### config.mk
export PLATFORM = sky130hd
export DESIGN_NAME = lat_rule
export DESIGN_NICKNAME = d
export VERILOG_FILES = /design/src/hw/rtl/lat_rule.sv
export SDC_FILE = /design/constraint.sdc
export NUM_CORES = 1
export LEC_CHECK = 0
export BUFFER_PORTS_ARGS = -buffer_cell sky130_fd_sc_hd__buf_2
export CELL_PAD_IN_SITES_DETAIL_PLACEMENT = 1
export CELL_PAD_IN_SITES_GLOBAL_PLACEMENT = 1
export CORE_MARGIN = 2
export CORE_UTILIZATION = 39
export DETAILED_ROUTE_END_ITERATION = 10
export PLACE_DENSITY = 0.93
export SLEW_MARGIN = 20
export SYNTH_ARGS = -nofsm -noshare
export SYNTH_HDL_FRONTEND = slang
export SYNTH_SLANG_ARGS = --single-unit
### constraint.sdc
create_clock -name vclk -period 4.4
set_input_delay 0.88 -clock vclk [all_inputs]
set_output_delay 0.88 -clock vclk [all_outputs]
set_load 0.01 [all_outputs]
### src/hw/rtl/lat_rule.sv
// ----------------------------------------------------------------------------
// lat_rule
// Row evaluator: next state of one row from the rows above, at and below,
// B3/S23 with wrap at the left and right edges.
// ----------------------------------------------------------------------------
`default_nettype none

module lat_rule #(
  parameter int unsigned SIDE = 64
) (
  input  logic [SIDE-1:0] up_i,
  input  logic [SIDE-1:0] mid_i,
  input  logic [SIDE-1:0] dn_i,
  output logic [SIDE-1:0] nxt_o
);

  for (genvar c = 0; c < SIDE; c++) begin : g_col
    localparam int unsigned L = (c + SIDE - 1) % SIDE;
    localparam int unsigned R = (c + 1) % SIDE;
    logic [3:0] cnt;
    assign cnt = {3'b0, up_i[L]} + {3'b0, up_i[c]} + {3'b0, up_i[R]}
               + {3'b0, mid_i[L]} + {3'b0, mid_i[R]}
               + {3'b0, dn_i[L]} + {3'b0, dn_i[c]} + {3'b0, dn_i[R]};
    assign nxt_o[c] = (cnt == 4'd3) || (mid_i[c] && (cnt == 4'd2));
  end

endmodule

`default_nettype wire

==> run metrics <==
outcome=finished with violations; failing checks=negative setup slack; initial antenna violation count=4; CP cell instances=buf_8 > inv_4 > fa_2 > fa_2 > fa_2 > inv_2 > ha_4 > fa_2 > o21ai_2 > a21oi_2 > buf_2; largest cells by area after synthesis=fa_1 (47%), ha_1 (22%), inv_1 (15%); P per Cell Area=a little over 300 nW/um2; fin util=0.578; PortBufs=256; final antenna-violating net count=0; Clock Buffer Count=0; Slew Viols, Final=0; aggregate global routing overflow=0; final worst-path cycle share=1.08; Finish-stage setup viols=between 60 and 70; Hold Vio Cnt, Final=0; Seq. cell area=0 um2; Starting Density=0.394; first-pass GRT wire length=between 60000 and 70000 um; Worst Path Required=approximately 3.5 ns; chip height=171 um; synth warn=0; syn nets=between 1500 and 2000; cts hold-fix bufs=0; Die Width=about 170 um; critical path arrival=~3.9 ns; cell with the most instances after synthesis=inv_1; initial DRC count=~630; max cap viols=0; Mapped Cells=approximately 1200; largest net degree at the start of global routing=4; nets=2261; hold wc startpoint=mid_i[5]; Top cell by count, worst path=fa_2; register area share after synthesis=0; distinct cell type count of the synthesized netlist=8; 1st-pass router iterations=8; CP Launch Type=primary input; synth cell count leaders=inv_1 (447), fa_1 (256), ha_1 (192), a21oi_1 (128); relative slew slack=0.695; Critical Path Fanout Max=2; post-synth top area share=0.471; Fill cells=just over 3000; Core Rows=a little over 60; core footprint=27600 um2; synthesized cell area=approximately 11000 um2; Peak supply drop=approximately 0.00015 V; Residual DRC=0; Crit. Startpoint=up_i[57]; DP HPWL=between 30000 and 40000 um; Slew @ Worst Pin=0.458 ns; CP max stage cell=fa_2; die area=roughly 29000 um2; Avg Inst Size Synth=around 9 um2; GRT Overall Usage=0.296; via count=roughly 11000; wire per inst=~26 um; maximum clock frequency=210 MHz; HP Class=primary input to primary output; IO Count=roughly 260; vias per cell=between 5 and 6; Hold Slack=roughly 2.1 ns; Synth area leader=fa_1; PnR worst setup slack=-0.371 ns; WL final=52300 um; Setup crit end kind=primary output; share of cells above drive strength 1=0.494; Pleak=between 0.008 and 0.009 uW; CP Class=primary input to primary output; final RePlAce weighted congestion=between 0.8 and 0.9; vias in the first global route=~13000; slowest cell delay on critical path=0.63 ns; Tmin final=roughly 4.8 ns; area grow syn2layout=46.6%; RSZ-0062 raised after global routing=yes; seq_cells=0
[path summary, 6_finish.rpt]
| kind | endpoint | slack [ns] | cells past startpoint |
|---|---|---|---|
| worst max-delay path | nxt_o[58] | -0.37 | 11 |
| worst min-delay path | nxt_o[5] | 2.11 | 4 |
[stage by stage]
step	cells	total power [uW]	instance area (um2)	setup slack [ns]	TNS (ns)
global route	1999	5280	16000	-0.499	-14.95
detailed placement	1968	3260	13500	-0.349	-15.03
floorplan	1215	2050	10900	0.0718	0
finish	2001	4910	16000	-0.371	-11.47
CTS	1985	3760	14900	-0.209	-8.85
global placement	1968	2830	13500	-0.290	-8.48
[kinds of logic after synthesis]
group | Yosys count | synth area share
AOI/OAI and AO/OA | 192 | 0.0883
adders and majority gates | 448 | 0.691
buffers and inverters | 447 | 0.154
and+or+nand+nor | 128 | 0.0662
[cell usage in the layout, fill, tap and decap left out]
master,n
inv_1,278
fa_1,182
buf_4,164
buf_2,147
ha_1,128
inv_2,95
a21oi_1,81
fa_2,74
nand3_1,64
inv_4,60
or2_1,54
ha_4,49
a21oi_2,47
buf_8,47
buf_6,45
o21ai_2,41
o21ai_1,21
ha_2,15
inv_6,13
or2_0,9
diode_2,4
o21ai_0,2
or2_4,1
inv_8,1
buf_12,1
[layer usage]
layer	up-vias	GRT usage	part of all wire	wire, um
li1	4493	-	-	-
met1	5548	0.283	0.32	16600
met2	694	0.575	0.53	27700
met3	328	0.0699	0.070	3660
met4	0	0.162	0.084	4390
met5	-	0	0	0
[worst max-delay path, delay by kind of cell]
kind	cells	cell delay, ns
buffers and inverters	4	0.32
adder cells (fa/ha/maj)	5	2.45
AO/OA/AOI/OAI	2	0.23
[cell type report]
class | instances | area, um2 | share of cell area
tap | 378 | 473 | 0.0296
multi-input combinational | 768 | 10400 | 0.650
inverter | 447 | 1900 | 0.119
antenna | 4 | 10.0 | 0.000627
timing repair buffer | 404 | 3200 | 0.200
[repair_timing]
action                                  in CTS  in global routing
endpoints found under the setup margin      64                 64
buffers inserted                            17                 12
pin swaps                                  170                164
gates resized for setup                    477                313
[where the power goes]
group          switching, uW  leakage [uW]  internal (uW)
clock                      0  0.0000000254       0.000122
combinational           2720       0.00810           2190
sequential                 0             0              0
(Power assumes the default switching activity.)
